--- config.mk ---
export PLATFORM = sky130hd
export DESIGN_NAME = mtpsd_div
export DESIGN_NICKNAME = d
export VERILOG_FILES = /design/src/hdl/mtpsd_pkg.sv /design/src/hdl/mtpsd_div.sv
export SDC_FILE = /design/constraint.sdc
export NUM_CORES = 1
export LEC_CHECK = 0
export CORE_ASPECT_RATIO = 0.9
export CORE_MARGIN = 1.5
export CORE_UTILIZATION = 35
export DETAILED_ROUTE_END_ITERATION = 12
export DONT_BUFFER_PORTS = 1
export GPL_TIMING_DRIVEN = 0
export PLACE_DENSITY = 0.51
export SKIP_LAST_GASP = 1
export SLEW_MARGIN = 20
export SYNTH_ARGS = -nofsm -noshare
export SYNTH_HDL_FRONTEND = slang
export SYNTH_SLANG_ARGS = --single-unit
--- constraint.sdc ---
create_clock -name clk -period 8.6 [get_ports clk]
set_input_delay 2.15 -clock clk [delete_from_list [all_inputs] [get_ports clk]]
set_output_delay 2.15 -clock clk [all_outputs]
set_load 0.1 [all_outputs]
--- src/hdl/mtpsd_pkg.sv ---
// ============================================================================
// mtpsd_pkg: shared constants, types and tables for the multitaper PSD engine
// Holds the twiddle table, register and status codes and the divider structs.
// ============================================================================
package mtpsd_pkg;

    localparam int NFFT_MAX_DEF = 64;
    localparam int SAT48_W      = 48;
    localparam logic [47:0] MAX48 = 48'hFFFF_FFFF_FFFF;
    localparam logic [39:0] MAX40 = 40'hFF_FFFF_FFFF;
    localparam logic [63:0] MAX64 = 64'hFFFF_FFFF_FFFF_FFFF;

    // register indexes
    localparam logic [1:0] REG_FFT_LOG2 = 2'd0;
    localparam logic [1:0] REG_MODE     = 2'd1;
    localparam logic [1:0] REG_RATE     = 2'd2;

    // status codes
    localparam logic [1:0] ST_OK  = 2'd0;
    localparam logic [1:0] ST_TRUNC = 2'd1;
    localparam logic [1:0] ST_SAT = 2'd2;

    // quarter-wave sine table, signed Q3.15
    function automatic logic signed [17:0] sin_q(input logic [5:0] p);
        logic [4:0] i;
        logic [16:0] v;
        logic neg;
        begin
            neg = p[5];
            i = (p[4:0] <= 5'd16) ? p[4:0] : 5'd0;
            if (p[4:0] > 5'd16)
            begin
                i = 5'd0 - p[4:0];
                i = 5'd0 + (5'd16 - (p[4:0] - 5'd16));
            end
            case (i)
                5'd0:  v = 17'd0;
                5'd1:  v = 17'd3212;
                5'd2:  v = 17'd6393;
                5'd3:  v = 17'd9512;
                5'd4:  v = 17'd12540;
                5'd5:  v = 17'd15447;
                5'd6:  v = 17'd18205;
                5'd7:  v = 17'd20788;
                5'd8:  v = 17'd23170;
                5'd9:  v = 17'd25330;
                5'd10: v = 17'd27246;
                5'd11: v = 17'd28899;
                5'd12: v = 17'd30273;
                5'd13: v = 17'd31357;
                5'd14: v = 17'd32138;
                5'd15: v = 17'd32610;
                5'd16: v = 17'd32768;
                default: v = 17'd0;
            endcase
            sin_q = neg ? -$signed({1'b0, v}) : $signed({1'b0, v});
        end
    endfunction

    // sequencer requests to the divider
    typedef struct packed {
        logic        start;
        logic [63:0] num;
        logic        edge_bin;
        logic [56:0] den;
    } div_req_t;

    typedef struct packed {
        logic        done;
        logic [47:0] quo;
        logic        sat;
    } div_rsp_t;

endpackage

--- src/hdl/mtpsd_div.sv ---
// ============================================================================
// mtpsd_div: restoring divider for PSD normalization
// Computes floor(a * 2^sh / d) one quotient bit per cycle, saturating at 2^48-1.
// ============================================================================
module mtpsd_div
    import mtpsd_pkg::*;
(
    input  logic     clk,
    input  logic     rst_n,
    input  div_req_t req,
    output div_rsp_t rsp
);

    logic        busy_reg;
    logic [6:0]  cnt_reg;
    logic [103:0] num_reg;
    logic [57:0] rem_reg;
    logic [56:0] den_reg;
    logic [47:0] quo_reg;
    logic        sat_reg;
    logic        done_reg;

    logic [57:0] shifted;
    logic        qb;
    logic [48:0] qn;

    always_comb
    begin
        shifted = {rem_reg[56:0], num_reg[103]};
        qb = shifted >= {1'b0, den_reg};
        qn = {quo_reg, qb};
    end

    // step one quotient bit a cycle
    always_ff @(posedge clk or negedge rst_n)
    begin
        if (!rst_n)
        begin
            busy_reg <= 1'b0;
            done_reg <= 1'b0;
            cnt_reg  <= '0;
        end
        else
        begin
            done_reg <= 1'b0;
            if (req.start)
            begin
                busy_reg <= 1'b1;
                cnt_reg  <= 7'd102;
                num_reg  <= req.edge_bin ? {1'b0, req.num, 39'd0} : {req.num, 40'd0};
                rem_reg  <= '0;
                den_reg  <= req.den;
                quo_reg  <= '0;
                sat_reg  <= 1'b0;
            end
            else if (busy_reg)
            begin
                num_reg <= {num_reg[102:0], 1'b0};
                rem_reg <= qb ? shifted - {1'b0, den_reg} : shifted;
                if (!sat_reg)
                begin
                    if (qn[48]) sat_reg <= 1'b1;
                    else quo_reg <= qn[47:0];
                end
                if (cnt_reg == 7'd0)
                begin
                    busy_reg <= 1'b0;
                    done_reg <= 1'b1;
                end
                cnt_reg <= cnt_reg - 7'd1;
            end
        end
    end

    assign rsp.done = done_reg;
    assign rsp.quo  = sat_reg ? MAX48 : quo_reg;
    assign rsp.sat  = sat_reg;

endmodule

* Yosys cells after proc, flatten, opt, wreduce, memory -nomap -nowiden
Index checks and enable logic that the tools add are counted.
** Storage, ports and cells
- Bits in registers :: 277
- Word-level logic and storage cells :: 35
** Operators by class
- Multiplexer cells :: 20
- Order comparisons :: 1
- Add/subtract/negate cells :: 2
- Reductions and logical operators :: 4
** Operators by type and width (count)
- two-way mux 104 bit :: 3
- two-way mux 48 bit :: 4
- two-way mux 58 bit :: 2
- greater-or-equal comparator 58 x 57 -> 1 bit :: 1
- subtractor 58 x 57 -> 58 bit :: 1
- two-way mux 7 bit :: 2
- two-way mux 1 bit :: 9
- logical NOT 7 bit :: 1
- subtractor 7 x 1 -> 7 bit (second input constant) :: 1
- AND reduction 2 bit :: 2
- nonzero test 2 bit :: 1

* Logic depth before layout (Yosys ltp)
Gate-level depths: netlist of run 1.
- Depth in word-level cells :: 4
- Mapped depth :: 15
- Gate-level depth less buffers :: 13

* Worst setup path after synthesis of run 1
OpenSTA, ideal clock, no wires.
- Path kind :: in2reg
- Start point :: input req[122] in the netlist's numbering
- End point :: register num_reg[100] (enable)
- Stages :: 3
- Buffers on the path :: 1
- Required time :: 8.105 ns
- Arrival time :: 5.348 ns
- Path slack :: 2.757 ns
- Path through :: clkbuf_1 -> nor2_1 -> nor2b_1
** On the way
- Word-level cells in the longest chain between the ends :: 2
** Ends and longest elaborated chain
- start: declaration :: RTL line mtpsd_div.sv:10 : input div_req_t req,
- nonzero test 2 bit (no source line)
- AND reduction 2 bit (no source line)
- end signal: assignment :: RTL line mtpsd_div.sv:50 : num_reg <= req.edge_bin ? {1'b0, req.num, 39'd0} : {req.num, 40'd0};
- end signal: assignment :: RTL line mtpsd_div.sv:58 : num_reg <= {num_reg[102:0], 1'b0};
- end: declaration :: RTL line mtpsd_div.sv:16 : logic [103:0] num_reg;
No other way between the ends.
A chain may end at the register's enable or synchronous reset.

==> results of run 1 <==
-- worst min-delay path by stage --
stage          slack [ns]  cells after the start                   start                      to
2_1_floorplan        0.49                      2  cnt_reg[6]$_DFFE_PN0N_  cnt_reg[6]$_DFFE_PN0N_
3_3_place_gp         0.52                      2  cnt_reg[6]$_DFFE_PN0N_  cnt_reg[6]$_DFFE_PN0N_
3_5_place_dp         0.52                      2  cnt_reg[6]$_DFFE_PN0N_  cnt_reg[6]$_DFFE_PN0N_
4_1_cts              0.54                      2  cnt_reg[6]$_DFFE_PN0N_  cnt_reg[6]$_DFFE_PN0N_
5_1_grt              0.58                      2  cnt_reg[6]$_DFFE_PN0N_  cnt_reg[6]$_DFFE_PN0N_
6_report             0.54                      2  cnt_reg[6]$_DFFE_PN0N_  cnt_reg[6]$_DFFE_PN0N_
-- routing by layer --
metal  GRT usage  vias up
met2       0.263      283
met3      0.0463       65
met1       0.257     5251
met5           0        -
li1            -     5508
met4      0.0419        8
-- power by group through the flow --
stage | clock (mW) | combinational (mW) | sequential, mW
6_report | 1.33 | 1.23 | 1.48
5_1_grt | 1.41 | 1.36 | 1.50
3_5_place_dp | 0 | 1.22 | 1.50
4_1_cts | 1.37 | 1.23 | 1.48
2_1_floorplan | 0 | 0.982 | 1.48
3_3_place_gp | 0 | 1.22 | 1.50
-- area by class of cell --
class,count,area share
diodes,3,0.000457
multi-input cells,1106,0.416
clock inverters,21,0.0195
repair buffers,3,0.00457
flip-flops and latches,237,0.431
well taps,540,0.0411
clock buffers,31,0.0433
inverters,85,0.0194
plain buffers,95,0.0253
-- Yosys cell counts, drive strengths merged, types with 30 or more instances --
cell type	instances
a21oi	189
nand2	179
o21ai	61
mux2i	99
nor2	163
inv	85
edfxtp	228
or2	53
a211oi	46
ha	59
clkbuf	77
xnor2	30
-- logic make-up after synthesis --
| logic type | count (synthesis) | share of synthesized area |
|---|---|---|
| adder cells (fa/ha/maj) | 60 | 0.0518 |
| XOR/XNOR | 58 | 0.0347 |
| multiplexers | 99 | 0.0678 |
| flip-flops | 237 | 0.484 |
| buffers and inverters | 180 | 0.0502 |
| AO/OA/AOI/OAI | 391 | 0.159 |
| AND/OR/NAND/NOR | 498 | 0.152 |
-- critical path, delay by kind of cell, from the launching register on --
family	cells	cell delay, ns
and+or+nand+nor	1	0.53
buffers and inverters	2	0.72
DFF	1	0.44
==> metrics.yaml, run 1 <==
outcome:
  status: "finished clean"
critical_path:
  endpoint_kind: "output pin"
  crit_slowest_cell: "or2_2"
  crit_chain: "clkbuf_1 > clkbuf_1 > or2_2"
  cp_common_cell: "clkbuf_1"
  r2r_cells: 13
  r2r-start: "num_reg[103]$_DFFE_PP_"
  worstSetupStartpointType: "flip-flop"
  worstPathArrival_ns: 2.27
  path_class: "reg -> out"
  endpoint: "rsp[38]"
  critPathMaxStageDelay_ns: 0.53
  timing.rr.end: "rem_reg[56]$_SDFFCE_PP0P_"
  r2r_setup_slack_ns: 4.46
  required_ns: 6.45
  startpoint: "sat_reg$_SDFFCE_PP0P_"
  crit_fanout: 10
clocking:
  cts_htree_levels: 1
  clock_sinks: 237
  worstSkewPairLatency_ns: 0.58
  root_buffer: "clkbuf_16"
  cts_resized: 0
  clk_pin_slew_ns: 0.06
  cts_hold_buf: 0
  post-cts-setup-buffers: 0
  tritoncts: "done"
  cts_buffer_depth: 3
  cts_buffers: 28
timing:
  clock_skew_ns: 0.0223
  drv_slew: 0
  period_share: 0.514
  tns_ns: 0
  finalCriticalPeriod_ns: 4.42
  tightest_slew_ns: 1.15
  hold_viol_final: 0
  slew_headroom: 0.231
  whs_ns: 0.539
  clock.fmax_ghz: 0.226
  rsz0062_at_grt: "false"
  setup_viol: 0
  fin_ws_ns: 4.18
placement:
  place_congestion: 0.869
  port_buffers: 0
  dp.cells: 2066
  dp_hpwl_mm: 27.8
  dp_slack_ns: 3.84
  dpl_cell_area_um2: 15400
power:
  total_power_mw: 4.04
  power.internal_mw: 2.69
  swShare: 0.334
  p_switching_mw: 1.35
  p_leak_nw: 6.47
  powerDensity_nw_per_um2: 246
  clock_power_share: 0.329
  pwr-share-seq: 0.367
  max-vdd-ir-drop_mv: 0.158
  combPwrFrac: 0.305
global_routing:
  track_usage: 0.177
  grt_pass1_wl_mm: 61.0
  antenna_found_initial: 7
  grt_pass1_vias: 10972
  grt_max_degree: 118
  grt.overflow.total: 0
detailed_routing:
  routed_wl_mm: 38.3
  vias_per_cell: 5.24
  wl_met3_mm: 2.60
  vias: 11115
  drc_errors: 0
  wl_met1_mm: 18.4
  wl_per_cell_um: 18.1
  wl_met2_mm: 16.4
  drt_iter0_drc: 818
  dr.pass1.iters: 7
  drtAntennaViolNets: 0
  top_layer_used: "met5"
die:
  initial_utilization: 0.358
  fp-row-count: 70
  die_y_um: 197
  io_pins: 175
  core_um2: 40900
  die_w_um: 218
  dieArea_um2: 43000
finish:
  final_util: 0.402
  num-fill-cells: 4121
  layout_commonest_cell: "edfxtp_1"
  fin_cells: 2121
  final_cell_mix: "edfxtp_1 (228), a21oi_1 (188), nand2_1 (178), nor2_1 (163), mux2i_1 (99)"
  nets: 1741
  areaGrowthSynthToFinish_pct: 12.3
  design_area_um2: 16400
  seqCellArea_um2: 7070
  largest_reg_flops: 65
  drive_gt1_frac: 0.0716
  multiInputGateArea_um2: 6830
yosys:
  synth_top_area_share: 0.468
  synth_area_leaders: "edfxtp_1 (47%), mux2i_1 (6.8%), a21oi_1 (6.4%)"
  seq_area_frac_synth: 0.484
  synth_edf_count: 228
  synth-warning-count: 0
  synth_area_um2: 14600
  avgSynthCellArea_um2: 9.60
  ys_ff_latch: 237
  synth_cell_types: 62
  ys.flop_type: "edfxtp_1"
  netlist_instances: 1523
  yosys.area.top_type: "edfxtp_1"
  async_flop_share: 0.0380
  synth_nets: 1708
min_path:
  hold_class: "reg -> reg"
job:
  drv_cap: 0
No activity file was read; power rests on OpenSTA's default activity.
==> run 2, diff against run 1 <==
--- a/config.mk
+++ b/config.mk
@@ -11,7 +11,7 @@
 export DETAILED_ROUTE_END_ITERATION = 12
 export DONT_BUFFER_PORTS = 1
 export GPL_TIMING_DRIVEN = 0
-export PLACE_DENSITY = 0.51
+export PLACE_DENSITY = 0.53
 export SKIP_LAST_GASP = 1
 export SLEW_MARGIN = 20
 export SYNTH_ARGS = -nofsm -noshare
==> constraint.sdc (replaced) <==
create_clock -name clk -period 3.9 [get_ports clk]
set_input_delay 0.975 -clock clk [delete_from_list [all_inputs] [get_ports clk]]
set_output_delay 0.975 -clock clk [all_outputs]
set_load 0.1 [all_outputs]
==> run 2 against run 1 <==
Final area shrank 0.69%. Non-clock buffer count did not move. Flip-flop and latch count unchanged. Hold slack worse by 0.42 ns. Register-to-register slack lost 4.3 ns. Wire length is 0.33% lower. Clock-buffer cell count is 3 higher. Die area unchanged. Critical path type is now reg -> reg. Clock power rose by 95%. Global-route usage increased by 0.14 points.
==> metrics.yaml, run 2 (same netlist as run 1, synthesis figures left out) <==
global_routing:
  antenna_found_initial: 8
  grt.overflow.total: 0
  grt_max_degree: 118
  grt_pass1_wl_mm: 61.8
  track_usage: 0.179
  grt_pass1_vias: 11225
clocking:
  cts_hold_buf: 0
  cts_htree_levels: 1
  clk_pin_slew_ns: 0.06
  cts_resized: 1
  cts_buffers: 29
  root_buffer: "clkbuf_16"
  worstSkewPairLatency_ns: 0.58
  cts_buffer_depth: 3
  post-cts-setup-buffers: 0
  clock_sinks: 237
  tritoncts: "done"
timing:
  period_share: 0.946
  tns_ns: 0
  finalCriticalPeriod_ns: 3.69
  drv_slew: 0
  clock_skew_ns: 0.0167
  rsz0062_at_grt: "false"
  tightest_slew_ns: 0.942
  whs_ns: 0.120
  setup_viol: 0
  slew_headroom: 0.372
  hold_viol_final: 0
  clock.fmax_ghz: 0.271
critical_path:
  crit_chain: "ha_1 > clkbuf_1 > a21oi_1 > o21ai_0 > a221oi_1 > o211ai_1 > o2111ai_1 > a22oi_2 > a21oi_1 > xnor2_1 > a21oi_1 > nor3_1"
  r2r-start: "rem_reg[9]$_SDFFCE_PP0P_"
  crit_fanout: 7
  endpoint_kind: "flip-flop"
  critPathMaxStageDelay_ns: 0.54
  cp_common_cell: "a21oi_1"
  required_ns: 4.21
  worstSetupStartpointType: "flip-flop"
  path_delay_family: "compound AO/OA/AOI/OAI gates"
  path_class: "reg -> reg"
  crit_slowest_cell: "o2111ai_1"
  startpoint: "rem_reg[9]$_SDFFCE_PP0P_"
  crit_buf_inv: 1
  worstPathArrival_ns: 4.00
detailed_routing:
  vias: 11079
  dr.pass1.iters: 5
  drc_errors: 0
  routed_wl_mm: 38.2
  vias_per_cell: 5.23
  wl_per_cell_um: 18.0
  drt_iter0_drc: 755
  drtAntennaViolNets: 0
power:
  p_leak_nw: 6.41
  combPwrFrac: 0.317
  max-vdd-ir-drop_mv: 0.385
  clock_power_share: 0.303
  p_switching_mw: 3.00
  swShare: 0.349
  pwr-share-seq: 0.380
  power.internal_mw: 5.59
  powerDensity_nw_per_um2: 526
die:
  dieArea_um2: 43000
  die_y_um: 197
  io_pins: 175
  fp-row-count: 70
  core_um2: 40900
  die_w_um: 218
  initial_utilization: 0.358
finish:
  final_cell_mix: "edfxtp_1 (228), a21oi_1 (187), nand2_1 (178), nor2_1 (162), mux2i_1 (99)"
  num-fill-cells: 4050
  layout_commonest_cell: "edfxtp_1"
  nets: 1742
  areaGrowthSynthToFinish_pct: 11.5
  design_area_um2: 16300
  drive_gt1_frac: 0.0755
  largest_reg_flops: 65
  final_util: 0.399
placement:
  port_buffers: 0
  place_congestion: 0.866
  dpl_cell_area_um2: 15400
  dp_hpwl_mm: 27.8
outcome:
  status: "finished clean"
job:
  drv_cap: 0
min_path:
  hold_class: "in -> async"
-- run 2: changes by cell type in the layout (fill, tap and decap cells not counted), moves of 2 or more --
cell        delta
bufinv_16      -6
clkinv_1       -2
clkinv_2       +2
clkinvlp_4     +2
-- run 2: per-stage QoR --
stage | power [mW] | setup WS, ns | std cells
finish | 8.58 | 0.210 | 2119
global route | 9.07 | 0.0116 | 2118
CTS | 8.66 | 0.0564 | 2117
detailed placement | 6.01 | -0.101 | 2066
global placement | 5.98 | -1.13 | 2063
floorplan | 5.44 | 0.390 | 1523
-- run 2: worst register-to-register path, delay by kind of cell (launching register included) --
kind	cells	cell delay, ns
DFF	1	0.42
adders and majority gates	1	0.31
and+or+nand+nor	1	0.07
AOI/OAI and AO/OA	8	2.34
xor gates and xnor gates	1	0.10
buffers and inverters	1	0.19
-- run 2: area by class of cell --
cell class                 count  area [µm²]  share of cell area
antenna                        2        5.00            0.000307
buffer                        95         417              0.0255
clock buffer                  34         744              0.0456
clock inverter                17         148             0.00905
inverter                      85         319              0.0196
multi-input combinational   1106        6860               0.420
sequential                   237        7070               0.434
tap                          540         676              0.0414
timing repair buffer           3        75.1             0.00460
-- run 2: path summary, 6_finish.rpt --
check                                             to  slack [ns]  cells after the start
max                        rem_reg[49]$_SDFFCE_PP0P_        0.21                     12
min                               done_reg$_DFF_PN0_        0.12                      0
max reg2reg                rem_reg[49]$_SDFFCE_PP0P_        0.21                     12
min reg2reg                   cnt_reg[6]$_DFFE_PN0N_        0.53                      2
max in group asynchronous     cnt_reg[5]$_DFFE_PN0N_        3.60                      0
min in group clk               den_reg[12]$_DFFE_PP_        0.48                      0
-- run 2: power groups by stage --
stage               clock network, mW  registers, mW  logic, mW
CTS                              2.68           3.27       2.71
floorplan                           0           3.27       2.17
global placement                    0           3.31       2.67
detailed placement                  0           3.32       2.69
global route                     2.77           3.30       3.01
finish                           2.60           3.27       2.72
-- run 2: layer usage --
metal / part of all wire / track usage
met1: 0.48 / 0.253
met2: 0.43 / 0.273
met3: 0.056 / 0.0437
met4: 0.024 / 0.0457
met5: 0.0020 / 0
==> run 3, diff against run 2 <==
--- a/config.mk
+++ b/config.mk
@@ -12,6 +12,7 @@
 export DONT_BUFFER_PORTS = 1
 export GPL_TIMING_DRIVEN = 0
 export PLACE_DENSITY = 0.53
+export REMOVE_ABC_BUFFERS = 1
 export SKIP_LAST_GASP = 1
 export SLEW_MARGIN = 20
 export SYNTH_ARGS = -nofsm -noshare
==> run 3 against run 2 <==
Critical path depth decreased by 1. Via count is 3.8% lower. Fmax is 0.63% higher. Wire length down 9.9%. Flip-flop and latch count did not move. Cell count decreased by 3.9%. Sequential power about the same. First-iteration DRC count down 15%. Highest routed layer unchanged. Clock-buffer cell count up 3.
==> metrics.yaml, run 3 (same netlist as run 1, synthesis figures left out) <==
critical_path:
  crit_slowest_cell: "a211oi_1"
  r2r_cells: 11
  r2r_setup_slack_ns: 0.23
  r2r-start: "rem_reg[2]$_SDFFCE_PP0P_"
  worstPathArrival_ns: 3.95
  endpoint: "rem_reg[52]$_SDFFCE_PP0P_"
  path_class: "reg -> reg"
  worstSetupPathDepth: 11
  timing.rr.end: "rem_reg[52]$_SDFFCE_PP0P_"
  cp_common_cell: "o21ai_0"
  crit_chain: "ha_1 > o211ai_1 > a21oi_1 > nor2b_1 > o311ai_4 > a31oi_2 > a21oi_2 > a211oi_1 > o21ai_0 > xnor2_1 > o21ai_0"
  required_ns: 4.19
  endpoint_kind: "flip-flop"
  path_delay_family: "compound AO/OA/AOI/OAI gates"
  crit_fanout: 6
  critPathMaxStageDelay_ns: 0.69
  worstSetupStartpointType: "flip-flop"
  crit_buf_inv: 0
  startpoint: "rem_reg[2]$_SDFFCE_PP0P_"
power:
  swShare: 0.334
  max-vdd-ir-drop_mv: 0.320
  powerDensity_nw_per_um2: 521
  clock_power_share: 0.299
  p_leak_nw: 6.36
  combPwrFrac: 0.312
  pwr-share-seq: 0.389
  total_power_mw: 8.39
  power.internal_mw: 5.59
  p_switching_mw: 2.80
timing:
  whs_ns: 0.150
  clock_skew_ns: 0.0110
  finalCriticalPeriod_ns: 3.67
  drv_slew: 0
  slew_headroom: 0.368
  tightest_slew_ns: 0.947
  setup_viol: 0
  period_share: 0.940
  hold_viol_final: 0
  fin_ws_ns: 0.233
  rsz0062_at_grt: "false"
  clock.fmax_ghz: 0.273
clocking:
  tritoncts: "done"
  cts_htree_levels: 1
  cts_buffers: 28
  worstSkewPairLatency_ns: 0.56
  root_buffer: "clkbuf_16"
  clk_pin_slew_ns: 0.06
  cts_buffer_depth: 3
  clock_sinks: 237
  cts_hold_buf: 0
placement:
  place_congestion: 0.827
  dp.cells: 1979
  port_buffers: 0
  dp_hpwl_mm: 23.3
  dp_slack_ns: -0.125
detailed_routing:
  vias_per_cell: 5.23
  routed_wl_mm: 34.4
  drt_iter0_drc: 638
  wl_per_cell_um: 16.9
  vias: 10656
  drc_errors: 0
  drtAntennaViolNets: 0
  dr.pass1.iters: 5
outcome:
  status: "finished clean"
finish:
  fin_cells: 2037
  layout_commonest_cell: "edfxtp_1"
  num-fill-cells: 4100
  largest_reg_flops: 65
  areaGrowthSynthToFinish_pct: 10.0
  final_cell_mix: "edfxtp_1 (228), a21oi_1 (187), nand2_1 (178), nor2_1 (161), mux2i_1 (99)"
  nets: 1658
  drive_gt1_frac: 0.0796
global_routing:
  antenna_found_initial: 8
  grt_pass1_wl_mm: 55.5
  grt.overflow.total: 0
  grt_max_degree: 240
  grt_pass1_vias: 10261
  track_usage: 0.158
die:
  dieArea_um2: 43000
  die_w_um: 218
  fp-row-count: 70
  core_um2: 40900
  io_pins: 175
  initial_utilization: 0.358
  die_y_um: 197
job:
  drv_cap: 0
min_path:
  hold_class: "in -> async"
-- run 3: cell count changes in the layout (fill, tap and decap cells not counted), moves of 4 or more --
| cell | change |
|---|---|
| buf_1 | -5 |
| clkbuf_1 | -75 |
| buf_16 | +4 |
| clkinv_2 | +4 |
| buf_2 | -5 |
-- run 3: per-stage QoR --
step	setup TNS, ns	util	instance area [µm²]
2_1_floorplan	-192.67	-	14200
3_3_place_gp	-618.58	0.364	14900
3_5_place_dp	-0.205	0.371	15200
4_1_cts	0	0.393	16100
5_1_grt	0	0.393	16100
6_report	0	0.393	16100
-- run 3: worst min path at each step --
stage          slack [ns]                    from  cells past startpoint                endpoint
2_1_floorplan        0.49  cnt_reg[6]$_DFFE_PN0N_                      2  cnt_reg[6]$_DFFE_PN0N_
3_3_place_gp         0.51  cnt_reg[6]$_DFFE_PN0N_                      2  cnt_reg[6]$_DFFE_PN0N_
3_5_place_dp         0.51  cnt_reg[6]$_DFFE_PN0N_                      2  cnt_reg[6]$_DFFE_PN0N_
4_1_cts              0.07                   rst_n                      0      done_reg$_DFF_PN0_
5_1_grt               0.1                   rst_n                      0      done_reg$_DFF_PN0_
6_report             0.15                   rst_n                      0      done_reg$_DFF_PN0_
-- run 3: power by group through the flow --
stage                     combinational [mW]  sequential (mW)  clock, mW
after floorplan                         2.07             3.28          0
after global routing                    2.90             3.30       2.69
final                                   2.62             3.27       2.51
after global placement                  2.50             3.33          0
after CTS                               2.61             3.27       2.62
after detailed placement                2.58             3.31          0
-- run 3: area by class of cell --
class / instances / area (µm²) / share of cell area
diodes: 2 / 5.00 / 0.000311
multi-input cells: 1106 / 6870 / 0.427
repair buffers: 15 / 274 / 0.0170
well taps: 540 / 676 / 0.0420
clock inverters: 15 / 95.1 / 0.00591
inverters: 85 / 319 / 0.0198
clock buffers: 37 / 776 / 0.0482
flip-flops and latches: 237 / 7080 / 0.440
-- run 3: metal layers --
layer | GRT usage | vias up | routed length (µm)
met5 | 0 | - | 67
met4 | 0.0396 | 10 | 871
met3 | 0.0441 | 55 | 2190
met2 | 0.230 | 226 | 14500
met1 | 0.230 | 5011 | 16800
li1 | - | 5354 | -
-- run 3: what timing repair did --
action,CTS,global route
resized for setup,1,3
pin swaps,1,0
setup endpoints to repair,8,3
gates cloned,0,0
setup buffers,4,0
